$ cat src/hdl/line_rasterizer_macros.svh
// Assertion helpers for the line rasterizer modules; only lr_back includes them.
// Both expect the module to have clk_i and rst_ni in scope.
`ifndef LINE_RASTERIZER_MACROS_SVH
`define LINE_RASTERIZER_MACROS_SVH

// Property that must hold in the same cycle.
`define LR_ASSERT(name, prop, msg) \
  name: assert property (@(posedge clk_i) disable iff (!rst_ni) (prop)) else $error(msg);

// Condition in one cycle implies a consequence in the next cycle.
`define LR_ASSERT_NEXT(name, pre, post, msg) \
  name: assert property (@(posedge clk_i) disable iff (!rst_ni) (pre) |=> (post)) else $error(msg);

`endif

$ cat src/hdl/lr_pkg.sv
package lr_pkg;

  localparam int CoordBits  = 12;
  localparam int SpanBits   = CoordBits + 1;
  localparam int ErrBits    = CoordBits + 3;
  localparam int ColorBits  = 24;
  localparam int DimBits    = 13;
  localparam int CmpBits    = ((CoordBits > DimBits) ? CoordBits : DimBits) + 1;
  localparam int QueueDepth = 2;
  localparam int QPtrBits   = (QueueDepth > 1) ? $clog2(QueueDepth) : 1;
  localparam int QCntBits   = $clog2(QueueDepth + 1);
  localparam int CfgIdxBits = 2;

  localparam logic [ColorBits-1:0] ResetLineColor = 24'hFF0000;
  localparam logic [DimBits-1:0]   ResetWidth     = 13'd600;
  localparam logic [DimBits-1:0]   ResetHeight    = 13'd400;

  typedef logic signed [CoordBits-1:0] coord_t;
  typedef logic [SpanBits-1:0]         span_t;
  typedef logic signed [ErrBits-1:0]   err_t;

  typedef enum logic {
    OpLoad = 1'b0,
    OpStep = 1'b1
  } op_e;

  typedef enum logic [3:0] {
    ModeIdle = 4'b0001,
    ModeHorz = 4'b0010,
    ModeVert = 4'b0100,
    ModeDiag = 4'b1000
  } mode_e;

  typedef enum logic [CfgIdxBits-1:0] {
    CfgLineColor    = 2'd0,
    CfgScreenWidth  = 2'd1,
    CfgScreenHeight = 2'd2
  } cfg_idx_e;

  typedef struct packed {
    op_e    op;
    coord_t xs;
    coord_t ys;
    coord_t xe;
    coord_t ye;
    span_t  span_x;
    span_t  span_y;
    logic   xneg;
    logic   yneg;
    err_t   err;
    mode_e  mode;
  } cmd_t;

  typedef struct packed {
    logic [ColorBits-1:0] line_color;
    logic [DimBits-1:0]   width;
    logic [DimBits-1:0]   height;
  } cfg_t;

  // Clamp to [0, dim-1]; with dim of zero the upper bound is -1, so a non-negative v gives -1 and a negative v gives 0.
  function automatic coord_t clamp_dim(coord_t v, logic [DimBits-1:0] dim);
    logic signed [CmpBits-1:0] hi;
    logic signed [CmpBits-1:0] vx;
    logic signed [CmpBits-1:0] r;
    hi = $signed(CmpBits'(dim)) - $signed(CmpBits'(1));
    vx = CmpBits'(v);
    r  = vx;
    if (vx < 0) begin
      r = '0;
    end
    if (hi < vx) begin
      r = hi;
    end
    return coord_t'(r);
  endfunction

endpackage

$ cat src/hdl/lr_front.sv
module lr_front (
  input  logic           in_valid_i,
  output logic           in_ready_o,
  input  logic           op_i,
  input  lr_pkg::coord_t x_start_i,
  input  lr_pkg::coord_t y_start_i,
  input  lr_pkg::coord_t x_end_i,
  input  lr_pkg::coord_t y_end_i,
  input  logic           q_full_i,
  output logic           push_o,
  output lr_pkg::cmd_t   cmd_o
);
  import lr_pkg::*;

  logic signed [SpanBits-1:0] dx;
  logic signed [SpanBits-1:0] dy;
  span_t                      span_x;
  span_t                      span_y;
  mode_e                      mode;

  assign in_ready_o = !q_full_i;
  assign push_o     = in_valid_i && !q_full_i;

  always_comb begin
    dx     = SpanBits'(x_end_i) - SpanBits'(x_start_i);
    dy     = SpanBits'(y_end_i) - SpanBits'(y_start_i);
    span_x = (dx < 0) ? span_t'(-dx) : span_t'(dx);
    span_y = (dy < 0) ? span_t'(-dy) : span_t'(dy);
    // The horizontal check comes first, so a single-point line takes that branch and gets ModeIdle (empty).
    if (y_start_i == y_end_i) begin
      mode = (x_start_i < x_end_i) ? ModeHorz : ModeIdle;
    end else if (x_start_i == x_end_i) begin
      mode = (y_start_i < y_end_i) ? ModeVert : ModeIdle;
    end else begin
      mode = ModeDiag;
    end
  end

  always_comb begin
    cmd_o.op     = op_e'(op_i);
    cmd_o.xs     = x_start_i;
    cmd_o.ys     = y_start_i;
    cmd_o.xe     = x_end_i;
    cmd_o.ye     = y_end_i;
    cmd_o.span_x = span_x;
    cmd_o.span_y = span_y;
    cmd_o.xneg   = !(x_start_i < x_end_i);
    cmd_o.yneg   = !(y_start_i < y_end_i);
    cmd_o.err    = $signed(ErrBits'(span_x)) - $signed(ErrBits'(span_y));
    cmd_o.mode   = mode;
  end

endmodule

$ cat src/hdl/lr_queue.sv
module lr_queue (
  input  logic         clk_i,
  input  logic         rst_ni,
  input  logic         push_i,
  input  lr_pkg::cmd_t cmd_i,
  output logic         full_o,
  input  logic         pop_i,
  output logic         valid_o,
  output lr_pkg::cmd_t cmd_o
);
  import lr_pkg::*;

  cmd_t                mem_q [QueueDepth];
  logic [QPtrBits-1:0] wr_ptr_q, wr_ptr_d;
  logic [QPtrBits-1:0] rd_ptr_q, rd_ptr_d;
  logic [QCntBits-1:0] cnt_q, cnt_d;

  assign full_o  = (cnt_q == QCntBits'(QueueDepth));
  assign valid_o = (cnt_q != '0);
  assign cmd_o   = mem_q[rd_ptr_q];

  always_comb begin
    wr_ptr_d = wr_ptr_q;
    rd_ptr_d = rd_ptr_q;
    cnt_d    = cnt_q;
    if (push_i) begin
      wr_ptr_d = (wr_ptr_q == QPtrBits'(QueueDepth - 1)) ? '0 : wr_ptr_q + 1'b1;
    end
    if (pop_i) begin
      rd_ptr_d = (rd_ptr_q == QPtrBits'(QueueDepth - 1)) ? '0 : rd_ptr_q + 1'b1;
    end
    if (push_i && !pop_i) begin
      cnt_d = cnt_q + 1'b1;
    end else if (pop_i && !push_i) begin
      cnt_d = cnt_q - 1'b1;
    end
  end

  always_ff @(posedge clk_i or negedge rst_ni) begin
    if (!rst_ni) begin
      wr_ptr_q <= '0;
      rd_ptr_q <= '0;
      cnt_q    <= '0;
    end else begin
      wr_ptr_q <= wr_ptr_d;
      rd_ptr_q <= rd_ptr_d;
      cnt_q    <= cnt_d;
    end
  end

  always_ff @(posedge clk_i) begin
    if (push_i) begin
      mem_q[wr_ptr_q] <= cmd_i;
    end
  end

endmodule

$ cat src/hdl/lr_back.sv
`include "line_rasterizer_macros.svh"

module lr_back (
  input  logic           clk_i,
  input  logic           rst_ni,
  input  lr_pkg::cfg_t   cfg_i,
  input  logic           q_valid_i,
  input  lr_pkg::cmd_t   cmd_i,
  output logic           pop_o,
  output logic           out_valid_o,
  input  logic           out_ready_i,
  output lr_pkg::coord_t pixel_x_o,
  output lr_pkg::coord_t pixel_y_o,
  output logic [lr_pkg::ColorBits-1:0] pixel_color_o,
  output logic           last_o
);
  import lr_pkg::*;

  mode_e  mode_q, mode_d;
  logic   pend_q, pend_d;
  coord_t cur_x_q, cur_x_d;
  coord_t cur_y_q, cur_y_d;
  coord_t stop_x_q, stop_x_d;
  coord_t stop_y_q, stop_y_d;
  span_t  span_x_q, span_x_d;
  span_t  span_y_q, span_y_d;
  logic   xneg_q, xneg_d;
  logic   yneg_q, yneg_d;
  err_t   err_q, err_d;

  logic                 out_valid_q, out_valid_d;
  coord_t               px_q, py_q;
  logic [ColorBits-1:0] color_q;
  logic                 last_q;

  logic                 out_free;
  logic                 emit;
  coord_t               ex, ey;
  logic [ColorBits-1:0] ecol;
  logic                 elast;

  logic signed [CoordBits:0] x_inc, y_inc;
  logic                      h_last, v_last;
  logic signed [ErrBits:0]   e2;
  logic signed [ErrBits:0]   sx_ext, sy_ext;
  logic                      step_x, step_y;
  coord_t                    nx, ny;

  assign out_free = !out_valid_q || out_ready_i;
  // A load never produces a pixel, so it may retire while the output is stalled.
  assign pop_o    = q_valid_i && ((cmd_i.op == OpLoad) || out_free);

  always_comb begin
    x_inc  = (CoordBits + 1)'(cur_x_q) + $signed((CoordBits + 1)'(1));
    y_inc  = (CoordBits + 1)'(cur_y_q) + $signed((CoordBits + 1)'(1));
    h_last = (x_inc >= (CoordBits + 1)'(stop_x_q));
    v_last = (y_inc >= (CoordBits + 1)'(stop_y_q));
    e2     = $signed({err_q, 1'b0});
    sx_ext = $signed((ErrBits + 1)'(span_x_q));
    sy_ext = $signed((ErrBits + 1)'(span_y_q));
    step_x = (e2 > -sy_ext);
    step_y = (e2 < sx_ext);
    nx     = step_x ? (cur_x_q + (xneg_q ? coord_t'(-1) : coord_t'(1))) : cur_x_q;
    ny     = step_y ? (cur_y_q + (yneg_q ? coord_t'(-1) : coord_t'(1))) : cur_y_q;
  end

  always_comb begin
    mode_d   = mode_q;
    pend_d   = pend_q;
    cur_x_d  = cur_x_q;
    cur_y_d  = cur_y_q;
    stop_x_d = stop_x_q;
    stop_y_d = stop_y_q;
    span_x_d = span_x_q;
    span_y_d = span_y_q;
    xneg_d   = xneg_q;
    yneg_d   = yneg_q;
    err_d    = err_q;
    emit     = 1'b0;
    ex       = cur_x_q;
    ey       = cur_y_q;
    ecol     = '0;
    elast    = 1'b0;
    if (pop_o) begin
      if (cmd_i.op == OpLoad) begin
        mode_d   = cmd_i.mode;
        pend_d   = (cmd_i.mode == ModeDiag);
        cur_x_d  = cmd_i.xs;
        cur_y_d  = cmd_i.ys;
        stop_x_d = cmd_i.xe;
        stop_y_d = cmd_i.ye;
        span_x_d = cmd_i.span_x;
        span_y_d = cmd_i.span_y;
        xneg_d   = cmd_i.xneg;
        yneg_d   = cmd_i.yneg;
        err_d    = cmd_i.err;
      end else begin
        unique case (mode_q)
          ModeHorz: begin
            emit    = 1'b1;
            ex      = clamp_dim(cur_x_q, cfg_i.width);
            ey      = clamp_dim(cur_y_q, cfg_i.height);
            elast   = h_last;
            cur_x_d = cur_x_q + coord_t'(1);
            if (h_last) begin
              mode_d = ModeIdle;
            end
          end
          ModeVert: begin
            emit    = 1'b1;
            ex      = clamp_dim(cur_x_q, cfg_i.width);
            ey      = clamp_dim(cur_y_q, cfg_i.height);
            elast   = v_last;
            cur_y_d = cur_y_q + coord_t'(1);
            if (v_last) begin
              mode_d = ModeIdle;
            end
          end
          ModeDiag: begin
            emit = 1'b1;
            ecol = cfg_i.line_color;
            if (pend_q) begin
              // The end point goes out ahead of the stepped pixels.
              pend_d = 1'b0;
              ex     = stop_x_q;
              ey     = stop_y_q;
            end else begin
              err_d   = err_q - (step_x ? $signed(ErrBits'(span_y_q)) : err_t'(0))
                              + (step_y ? $signed(ErrBits'(span_x_q)) : err_t'(0));
              cur_x_d = nx;
              cur_y_d = ny;
              elast   = (nx == stop_x_q) && (ny == stop_y_q);
              if (elast) begin
                mode_d = ModeIdle;
              end
            end
          end
          default: begin
          end
        endcase
      end
    end
  end

  always_comb begin
    if (emit) begin
      out_valid_d = 1'b1;
    end else if (out_ready_i) begin
      out_valid_d = 1'b0;
    end else begin
      out_valid_d = out_valid_q;
    end
  end

  always_ff @(posedge clk_i or negedge rst_ni) begin
    if (!rst_ni) begin
      mode_q      <= ModeIdle;
      pend_q      <= 1'b0;
      out_valid_q <= 1'b0;
    end else begin
      mode_q      <= mode_d;
      pend_q      <= pend_d;
      out_valid_q <= out_valid_d;
    end
  end

  always_ff @(posedge clk_i) begin
    cur_x_q  <= cur_x_d;
    cur_y_q  <= cur_y_d;
    stop_x_q <= stop_x_d;
    stop_y_q <= stop_y_d;
    span_x_q <= span_x_d;
    span_y_q <= span_y_d;
    xneg_q   <= xneg_d;
    yneg_q   <= yneg_d;
    err_q    <= err_d;
    if (emit) begin
      px_q    <= ex;
      py_q    <= ey;
      color_q <= ecol;
      last_q  <= elast;
    end
  end

  assign out_valid_o   = out_valid_q;
  assign pixel_x_o     = px_q;
  assign pixel_y_o     = py_q;
  assign pixel_color_o = color_q;
  assign last_o        = last_q;

  `LR_ASSERT(a_pend_only_diag, !pend_q || (mode_q == ModeDiag), "end pixel pending outside a diagonal")
  `LR_ASSERT(a_horz_before_stop, (mode_q != ModeHorz) || (cur_x_q < stop_x_q), "horizontal run passed its end")
  `LR_ASSERT(a_step_needs_slot, !(pop_o && (cmd_i.op == OpStep)) || out_free, "step retired into a full output register")
  `LR_ASSERT_NEXT(a_last_goes_idle, pop_o && emit && elast, mode_q == ModeIdle, "line still active after its last pixel")

endmodule

$ cat src/hdl/line_rasterizer.sv
// A step request is written into the command queue when accepted; at the head,
// with the output free, its pixel is registered at the output. Throughput: one
// transaction per cycle unless the queue is full or the output stalls; the back
// end does one error update and compare per cycle; a load emits no pixel.
// Reset (async, active low) empties the queue, idles the line and restores
// line_color 0xFF0000 and a 600 by 400 screen.
module line_rasterizer (
  input  logic                           clk_i,
  input  logic                           rst_ni,
  input  logic                           in_valid_i,
  output logic                           in_ready_o,
  input  logic                           op_i,
  input  logic signed [lr_pkg::CoordBits-1:0] x_start_i,
  input  logic signed [lr_pkg::CoordBits-1:0] y_start_i,
  input  logic signed [lr_pkg::CoordBits-1:0] x_end_i,
  input  logic signed [lr_pkg::CoordBits-1:0] y_end_i,
  output logic                           out_valid_o,
  input  logic                           out_ready_i,
  output logic signed [lr_pkg::CoordBits-1:0] pixel_x_o,
  output logic signed [lr_pkg::CoordBits-1:0] pixel_y_o,
  output logic [lr_pkg::ColorBits-1:0]   pixel_color_o,
  output logic                           last_o,
  input  logic                           cfg_valid_i,
  output logic                           cfg_ready_o,
  input  logic [lr_pkg::CfgIdxBits-1:0]  cfg_index_i,
  input  logic [lr_pkg::ColorBits-1:0]   cfg_data_i
);
  import lr_pkg::*;

  cfg_t cfg_q, cfg_d;
  logic push;
  cmd_t push_cmd;
  logic q_full;
  logic q_valid;
  cmd_t head_cmd;
  logic pop;

  assign cfg_ready_o = 1'b1;

  always_comb begin
    cfg_d = cfg_q;
    if (cfg_valid_i) begin
      unique case (cfg_idx_e'(cfg_index_i))
        CfgLineColor:    cfg_d.line_color = cfg_data_i;
        CfgScreenWidth:  cfg_d.width      = cfg_data_i[DimBits-1:0];
        CfgScreenHeight: cfg_d.height     = cfg_data_i[DimBits-1:0];
        default: begin
        end
      endcase
    end
  end

  always_ff @(posedge clk_i or negedge rst_ni) begin
    if (!rst_ni) begin
      cfg_q.line_color <= ResetLineColor;
      cfg_q.width      <= ResetWidth;
      cfg_q.height     <= ResetHeight;
    end else begin
      cfg_q <= cfg_d;
    end
  end

  lr_front u_front (
    .in_valid_i (in_valid_i),
    .in_ready_o (in_ready_o),
    .op_i       (op_i),
    .x_start_i  (x_start_i),
    .y_start_i  (y_start_i),
    .x_end_i    (x_end_i),
    .y_end_i    (y_end_i),
    .q_full_i   (q_full),
    .push_o     (push),
    .cmd_o      (push_cmd)
  );

  lr_queue u_queue (
    .clk_i   (clk_i),
    .rst_ni  (rst_ni),
    .push_i  (push),
    .cmd_i   (push_cmd),
    .full_o  (q_full),
    .pop_i   (pop),
    .valid_o (q_valid),
    .cmd_o   (head_cmd)
  );

  lr_back u_back (
    .clk_i         (clk_i),
    .rst_ni        (rst_ni),
    .cfg_i         (cfg_q),
    .q_valid_i     (q_valid),
    .cmd_i         (head_cmd),
    .pop_o         (pop),
    .out_valid_o   (out_valid_o),
    .out_ready_i   (out_ready_i),
    .pixel_x_o     (pixel_x_o),
    .pixel_y_o     (pixel_y_o),
    .pixel_color_o (pixel_color_o),
    .last_o        (last_o)
  );

endmodule
$ cat config.mk
export PLATFORM = sky130hd
export DESIGN_NAME = line_rasterizer
export DESIGN_NICKNAME = d
export VERILOG_FILES = /design/src/hdl/lr_pkg.sv /design/src/hdl/lr_front.sv /design/src/hdl/lr_queue.sv /design/src/hdl/lr_back.sv /design/src/hdl/line_rasterizer.sv
export VERILOG_INCLUDE_DIRS = /design/src /design/src/hdl
export SDC_FILE = /design/constraint.sdc
export NUM_CORES = 1
export LEC_CHECK = 0
export ABC_AREA = 1
export BUFFER_PORTS_ARGS = -buffer_cell sky130_fd_sc_hd__buf_2
export CAP_MARGIN = 20
export CELL_PAD_IN_SITES_DETAIL_PLACEMENT = 1
export CELL_PAD_IN_SITES_GLOBAL_PLACEMENT = 1
export CORE_MARGIN = 3
export CORE_UTILIZATION = 52
export DETAILED_ROUTE_END_ITERATION = 6
export GPL_ROUTABILITY_DRIVEN = 0
export GPL_TIMING_DRIVEN = 0
export PLACE_DENSITY = 0.95
export SYNTH_ARGS = -nofsm -noshare
export SYNTH_HDL_FRONTEND = slang
export SYNTH_SLANG_ARGS = --single-unit
$ cat constraint.sdc
create_clock -name clk_i -period 16.7 [get_ports clk_i]
set_input_delay 0.835 -clock clk_i [delete_from_list [all_inputs] [get_ports clk_i]]
set_output_delay 0.835 -clock clk_i [all_outputs]
set_load 0.05 [all_outputs]
==> impl_metrics.csv, run 1 <==
group,metric,value,unit
clocking,clk_latency,0.63,ns
routing,wl_met1,33700,µm
timing,hold_viol,0,
run,maxCapViolCount,0,
outcome,violations,"DRC",
synth,syn-cell-area,23600,µm²
die,initial_utilization,0.531,
global_routing,grt_pass1_vias,23800,
clocking,clock_tree.root_cell,"clkbuf_16",
synth,netlist_instances,2669,
timing,slew-limit-headroom,0.317,
hold_path,hp-class,"primary input to async pin",
global_routing,grt_use_total,0.395,
clocking,cts_max_level,2,
timing,fin_skew,0.0518,ns
worst_setup_path,criticalPathCategory,"flop to flop",
synth,synth.avg_cell_area,8.85,µm²
die,dieArea,48000,µm²
clocking,cts_tree,"built",
synth,yosys.area_share.simple,0.203,
synth,synth_xor_area_frac,0.0414,
cells_and_area,syn_to_final_growth,13.0,%
die,die_w,219,µm
global_routing,antenna_found_initial,3,
routing,highest_layer,"met4",
synth,ys_ff_latch,390,
synth,synth_fa_ha_area_frac,0.101,
global_routing,grt_pass1_wl,143000,µm
synth,syn_nets,2928,
timing,slew_violations,0,
synth,ys.flop_type,"edfxtp_1",
global_routing,grt.overflow.total,0,
cells_and_area,layout-drive-gt1-share,0.0980,
placed_design,io_buffers,130,
die,fp-row-count,77,
cells_and_area,nFillCells,5171,
synth,ys_types,61,
synth,synthMuxAreaShare,0.000847,
die,io_pins,132,
clocking,cts_hold_buffers,0,
clocking,cts_resized,0,
clocking,path_clk_slew,0.07,ns
timing,tightest_slew,1.02,ns
die,core_area,44500,µm²
cells_and_area,mostFrequentLayoutCell,"nand2_1",
clocking,cts_sinks,390,
cells_and_area,nets,3115,
synth,synth_top_family_by_area,"simple AND/OR/NAND/NOR gates",
routing,postRouteAntennaNets,0,
worst_setup_path,cp.arrival,9.18,ns
synth,yosysWarnings,0,
die,dieHeight,219,µm
routing,wl_met3,11400,µm
synth,synth_compound_area_frac,0.0997,
outcome,status,"finished with violations",
clocking,cts_buffers,41,
clocking,cts_setup_buffers,0,
timing,rsz0062_at_grt,"false",
synth,synth-edff-count,330,
placed_design,placed_cell_area,25200,µm²
timing,max_freq,0.113,GHz
routing,first_pass_iters,7,
worst_setup_path,start_kind,"flop",
synth,synth_seq_area_share,0.484,
routing,vias_per_cell,6.60,
timing,tns,0,ns
clocking,clockBufferDepth,3,
routing,dr_wl_met2,45300,µm
worst_setup_path,endpoint_kind,"flop",
routing,drt_iter0_markers,3020,
worst_setup_path,slowest_delay,0.57,ns
worst_setup_path,cp_common_cell,"nor2_1",
timing,finalCritPeriodShare,0.531,
routing,routed_wirelength,99400,µm
synth,synthArstFlopShare,0.154,
worst_setup_path,path_max_fanout,10,
placed_design,dpl.hpwl,64800,µm
worst_setup_path,cp_data_required_time,17.02,ns
timing,finalSetupViolCount,0,
worst_setup_path,reg2regPathDepth,33,
routing,drc,6,
routing,wl_per_cell,28.5,µm
timing,min_period,8.86,ns
worst_setup_path,slowest_stage,"nand4_1",
global_routing,grt_max_degree,35,
cells_and_area,fin_area,26700,µm²
cells_and_area,final_cell_mix,"665 x nand2_1, 354 x inv_1, 330 x edfxtp_1",
routing,via_count,23000,
==> synth_stat cells (9+ instances only) <==
master | n | area, µm²
clkbuf_1 | 52 | 195
dfrtp_1 | 44 | 1100
nor3_1 | 28 | 140
ha_1 | 161 | 2010
nand3_1 | 129 | 646
a31oi_1 | 20 | 125
fa_1 | 18 | 360
inv_1 | 354 | 1330
o221ai_1 | 15 | 131
xor2_1 | 85 | 744
a21oi_1 | 136 | 681
o311ai_0 | 10 | 87.6
nor2_1 | 234 | 878
nand4_1 | 35 | 219
edfxtp_1 | 330 | 9910
o211ai_1 | 37 | 278
buf_1 | 9 | 33.8
or2_2 | 17 | 106
nand3b_1 | 14 | 105
dfstp_2 | 16 | 420
buf_2 | 9 | 45.0
xnor2_1 | 24 | 210
o21ai_0 | 133 | 666
nand2_1 | 665 | 2500
==> state kept, by name, indices dropped and copies added (netlist names), 2 cells and up <==
signal and count:
u_back.err_q 15, u_queue.mem_q 190, u_back.stop_y_q 12, u_back.pixel_y_o 12
u_back.span_y_q 13, u_back.cur_x_q 12, u_back.mode_q 4, u_queue.cnt_q 2
u_back.pixel_x_o 12, u_back.cur_y_q 12, u_back.pixel_color_o 24, u_back.span_x_q 13
u_back.stop_x_q 12, cfg_q 50
==> area by class of cell <==
cell class / count / area, µm² / share of cell area
sequential: 390 / 11400 / 0.428
multi-input combinational: 1842 / 10500 / 0.395
inverter: 363 / 1360 / 0.0510
clock buffer: 50 / 1110 / 0.0417
timing repair buffer: 144 / 886 / 0.0332
tap: 592 / 741 / 0.0277
clock inverter: 25 / 313 / 0.0117
buffer: 74 / 308 / 0.0115
antenna: 3 / 7.51 / 0.000281
==> through the flow <==
| step | setup slack (ns) | util | hold slack [ns] | instances |
|---|---|---|---|---|
| 4_1_cts | 8.48 | 0.599 | 0.331 | 3477 |
| 6_report | 7.84 | 0.600 | 0.317 | 3483 |
| 5_1_grt | 7.70 | 0.600 | 0.370 | 3480 |
| 2_1_floorplan | 11.18 | - | 0.442 | 2669 |
| 3_5_place_dp | 9.19 | 0.567 | 0.470 | 3402 |
| 3_3_place_gp | 9.04 | 0.562 | 0.461 | 3391 |
==> layer usage <==
metal,track usage,up-vias
li1,-,9335
met1,0.456,11000
met2,0.651,1952
met3,0.0997,682
met4,0.262,0
met5,0,-
==> cell families after synthesis <==
group | after synthesis
adder cells (fa/ha/maj) | 179
XOR/XNOR | 110
other | 1
AND/OR/NAND/NOR | 1149
buffers and inverters | 437
multiplexers | 2
flip-flops | 390
AO/OA/AOI/OAI | 401
==> critical path, delay by kind of cell, from the launching register on <==
kind | cells | cell delay (ns)
flip-flops | 1 | 0.55
AND/OR/NAND/NOR | 17 | 3.58
XOR/XNOR | 2 | 0.50
adder cells (fa/ha/maj) | 4 | 1.49
buffers and inverters | 4 | 1.15
AO/OA/AOI/OAI | 6 | 1.26
==> path summary, 6_finish.rpt <==
path / endpoint / startpoint / slack [ns]
max: u_back.err_q[10] / u_back.span_y_q[1] / 7.84
min: cfg_q[2] / rst_ni / 0.32
max reg2reg: u_back.err_q[10] / u_back.span_y_q[1] / 7.84
min reg2reg: cfg_q[45] / cfg_q[45] / 0.48
max in group asynchronous: cfg_q[8] / rst_ni / 15.67
min in group clk_i: u_queue.mem_q[0][52] / y_end_i[5] / 0.43
Power of run 1 is not shown: default switching activity piles up to over one toggle a cycle in this logic, so the estimate is an artifact.
==> run 2, diff against run 1 <==
--- a/config.mk
+++ b/config.mk
@@ -12,11 +12,11 @@
 export CELL_PAD_IN_SITES_DETAIL_PLACEMENT = 1
 export CELL_PAD_IN_SITES_GLOBAL_PLACEMENT = 1
 export CORE_MARGIN = 3
-export CORE_UTILIZATION = 52
+export CORE_UTILIZATION = 43
 export DETAILED_ROUTE_END_ITERATION = 6
 export GPL_ROUTABILITY_DRIVEN = 0
 export GPL_TIMING_DRIVEN = 0
-export PLACE_DENSITY = 0.95
+export PLACE_DENSITY = 0.85
 export SYNTH_ARGS = -nofsm -noshare
 export SYNTH_HDL_FRONTEND = slang
 export SYNTH_SLANG_ARGS = --single-unit
==> constraint.sdc (replaced) <==
create_clock -name clk_i -period 7.5 [get_ports clk_i]
set_input_delay 0.375 -clock clk_i [delete_from_list [all_inputs] [get_ports clk_i]]
set_output_delay 0.375 -clock clk_i [all_outputs]
set_load 0.05 [all_outputs]
==> run 2 against run 1 <==
- the run now ends clean
- cell count rose by 3.4%
- utilization fell by 10 points
- first-iteration DRC count fell by 39%
- critical path type unchanged
- die area rose by 20%
- worst setup slack got worse by 7.4 ns
- critical endpoint unchanged
==> impl_metrics.csv, run 2 (synthesis gave the netlist of run 1 again) <==
group,metric,value,unit
clocking,clockBufferDepth,3,
clocking,clock_tree.root_cell,"clkbuf_16",
cells_and_area,largest_reg_flops,190,
global_routing,grt.overflow.total,0,
timing,slew-limit-headroom,0.328,
worst_setup_path,r2r_start,"u_back.span_y_q[0]",
cells_and_area,syn_to_final_growth,14.4,%
global_routing,grt_use_met2,0.478,
hold_path,worst_hold_path.endpoint,"u_queue.mem_q[0][91]",
timing,min_period,7.07,ns
worst_setup_path,cp_common_cell,"nand2_1",
run,maxCapViolCount,0,
outcome,status,"finished clean",
die,dieHeight,240,µm
worst_setup_path,criticalPathCategory,"flop to flop",
hold_path,whs_path_depth,1,
clocking,cts_sinks,390,
global_routing,met3_usage,0.0405,
worst_setup_path,cp.arrival,7.38,ns
cells_and_area,final_cell_mix,"665 x nand2_1, 354 x inv_1, 330 x edfxtp_1",
routing,wl_per_cell,22.4,µm
die,die_w,240,µm
timing,fin_skew,0.0293,ns
clocking,cts_max_level,2,
clocking,cts_tree,"built",
worst_setup_path,slowest_stage,"fa_1",
routing,drc,0,
cells_and_area,fin_util,0.499,
global_routing,busiest_layer,"met2",
cells_and_area,layout-drive-gt1-share,0.100,
worst_setup_path,rr_endpoint,"u_back.err_q[10]",
global_routing,met1_usage,0.346,
worst_setup_path,reg2regPathDepth,35,
global_routing,antenna_found_initial,0,
cells_and_area,nets,3131,
clocking,path_clk_slew,0.06,ns
routing,first_pass_iters,5,
timing,max_freq,0.141,GHz
clocking,cts_buffers,44,
global_routing,grt_pass1_vias,21700,
timing,setup_ws,0.430,ns
routing,via_count,20600,
cells_and_area,antenna_cells,0,
die,core_area,54100,µm²
timing,finalSetupViolCount,0,
die,fp-row-count,85,
placed_design,io_buffers,130,
worst_setup_path,slowest_delay,0.51,ns
global_routing,grt_pass1_wl,124000,µm
worst_setup_path,rrSetupSlack,0.43,ns
global_routing,grt_max_degree,40,
die,io_pins,132,
worst_setup_path,cp_data_required_time,7.81,ns
timing,hold_viol,0,
routing,drt_iter0_markers,1833,
routing,routed_wirelength,80600,µm
worst_setup_path,path_max_fanout,10,
die,initial_utilization,0.436,
cells_and_area,mostFrequentLayoutCell,"nand2_1",
timing,rsz0062_at_grt,"false",
placed_design,dpl.hpwl,61200,µm
clocking,clk_latency,0.59,ns
worst_setup_path,endpoint_kind,"flop",
worst_setup_path,start_kind,"flop",
global_routing,grt_use_total,0.278,
hold_path,hold_start,"x_start_i[8]",
die,dieArea,57800,µm²
cells_and_area,top_register,"u_queue.mem_q",
routing,postRouteAntennaNets,0,
timing,tns,0,ns
placed_design,place_ws,-0.111,ns
hold_path,hp-class,"primary input to flop",
timing,finalCritPeriodShare,0.943,
routing,vias_per_cell,5.72,
timing,tightest_slew,1.01,ns
timing,slew_violations,0,
## run 2: worst max-delay path: cells and delay by family, from the launching register on
kind	cells	cell delay [ns]
compound gates	6	0.99
buf+inv	4	0.73
flops	1	0.49
xor+xnor	2	0.42
fa+ha+maj	4	1.37
simple gates	19	2.79
## run 2: cell type report
cell class | count | area, µm²
Buffer | 74 | 312
Fill cell | 6312 | 27100
Sequential cell | 390 | 11400
Timing Repair Buffer | 157 | 1010
Clock buffer | 54 | 1160
Tap cell | 696 | 871
Clock inverter | 27 | 313
Multi-Input combinational cell | 1842 | 10600
Inverter | 363 | 1360
## run 2: worst max-delay path by stage
stage / from / slack (ns) / cells after the start / endpoint
3_3_place_gp: u_queue.cnt_q[0] / 0.0008 / 4 / u_queue.mem_q[1][23]
6_report: u_back.span_y_q[0] / 0.43 / 35 / u_back.err_q[10]
5_1_grt: u_back.span_y_q[0] / 0.03 / 37 / u_back.err_q[12]
2_1_floorplan: u_back.span_y_q[0] / 1.98 / 30 / u_back.err_q[13]
4_1_cts: u_back.span_y_q[0] / 0.10 / 34 / u_back.err_q[10]
3_5_place_dp: u_back.span_y_q[0] / -0.11 / 31 / u_back.err_q[13]
## run 2: stage by stage
stage	instance area, µm²	hold slack, ns	cells
6_report	27000	0.0211	3603
5_1_grt	27000	0.00897	3603
4_1_cts	27000	0.00127	3603
3_5_place_dp	25400	0.378	3507
3_3_place_gp	25100	0.459	3495
2_1_floorplan	23600	0.0794	2669
## run 2: repair_timing
action,in CTS,in global routing
pin swaps,1,0
cloned,0,0
hold endpoints to repair,33,0
endpoints found under the setup margin,4,6
buffers inserted,2,0
hold buffers,13,0
gates resized for setup,1,9
## run 2: layer usage
metal | part of all wire | vias up | wire length [µm]
met5 | 0 | - | 0
met1 | 0.41 | 10300 | 32700
met2 | 0.48 | 779 | 38900
met3 | 0.063 | 204 | 5060
li1 | - | 9359 | -
met4 | 0.050 | 0 | 4000
Power of run 2 is left out for the same reason.
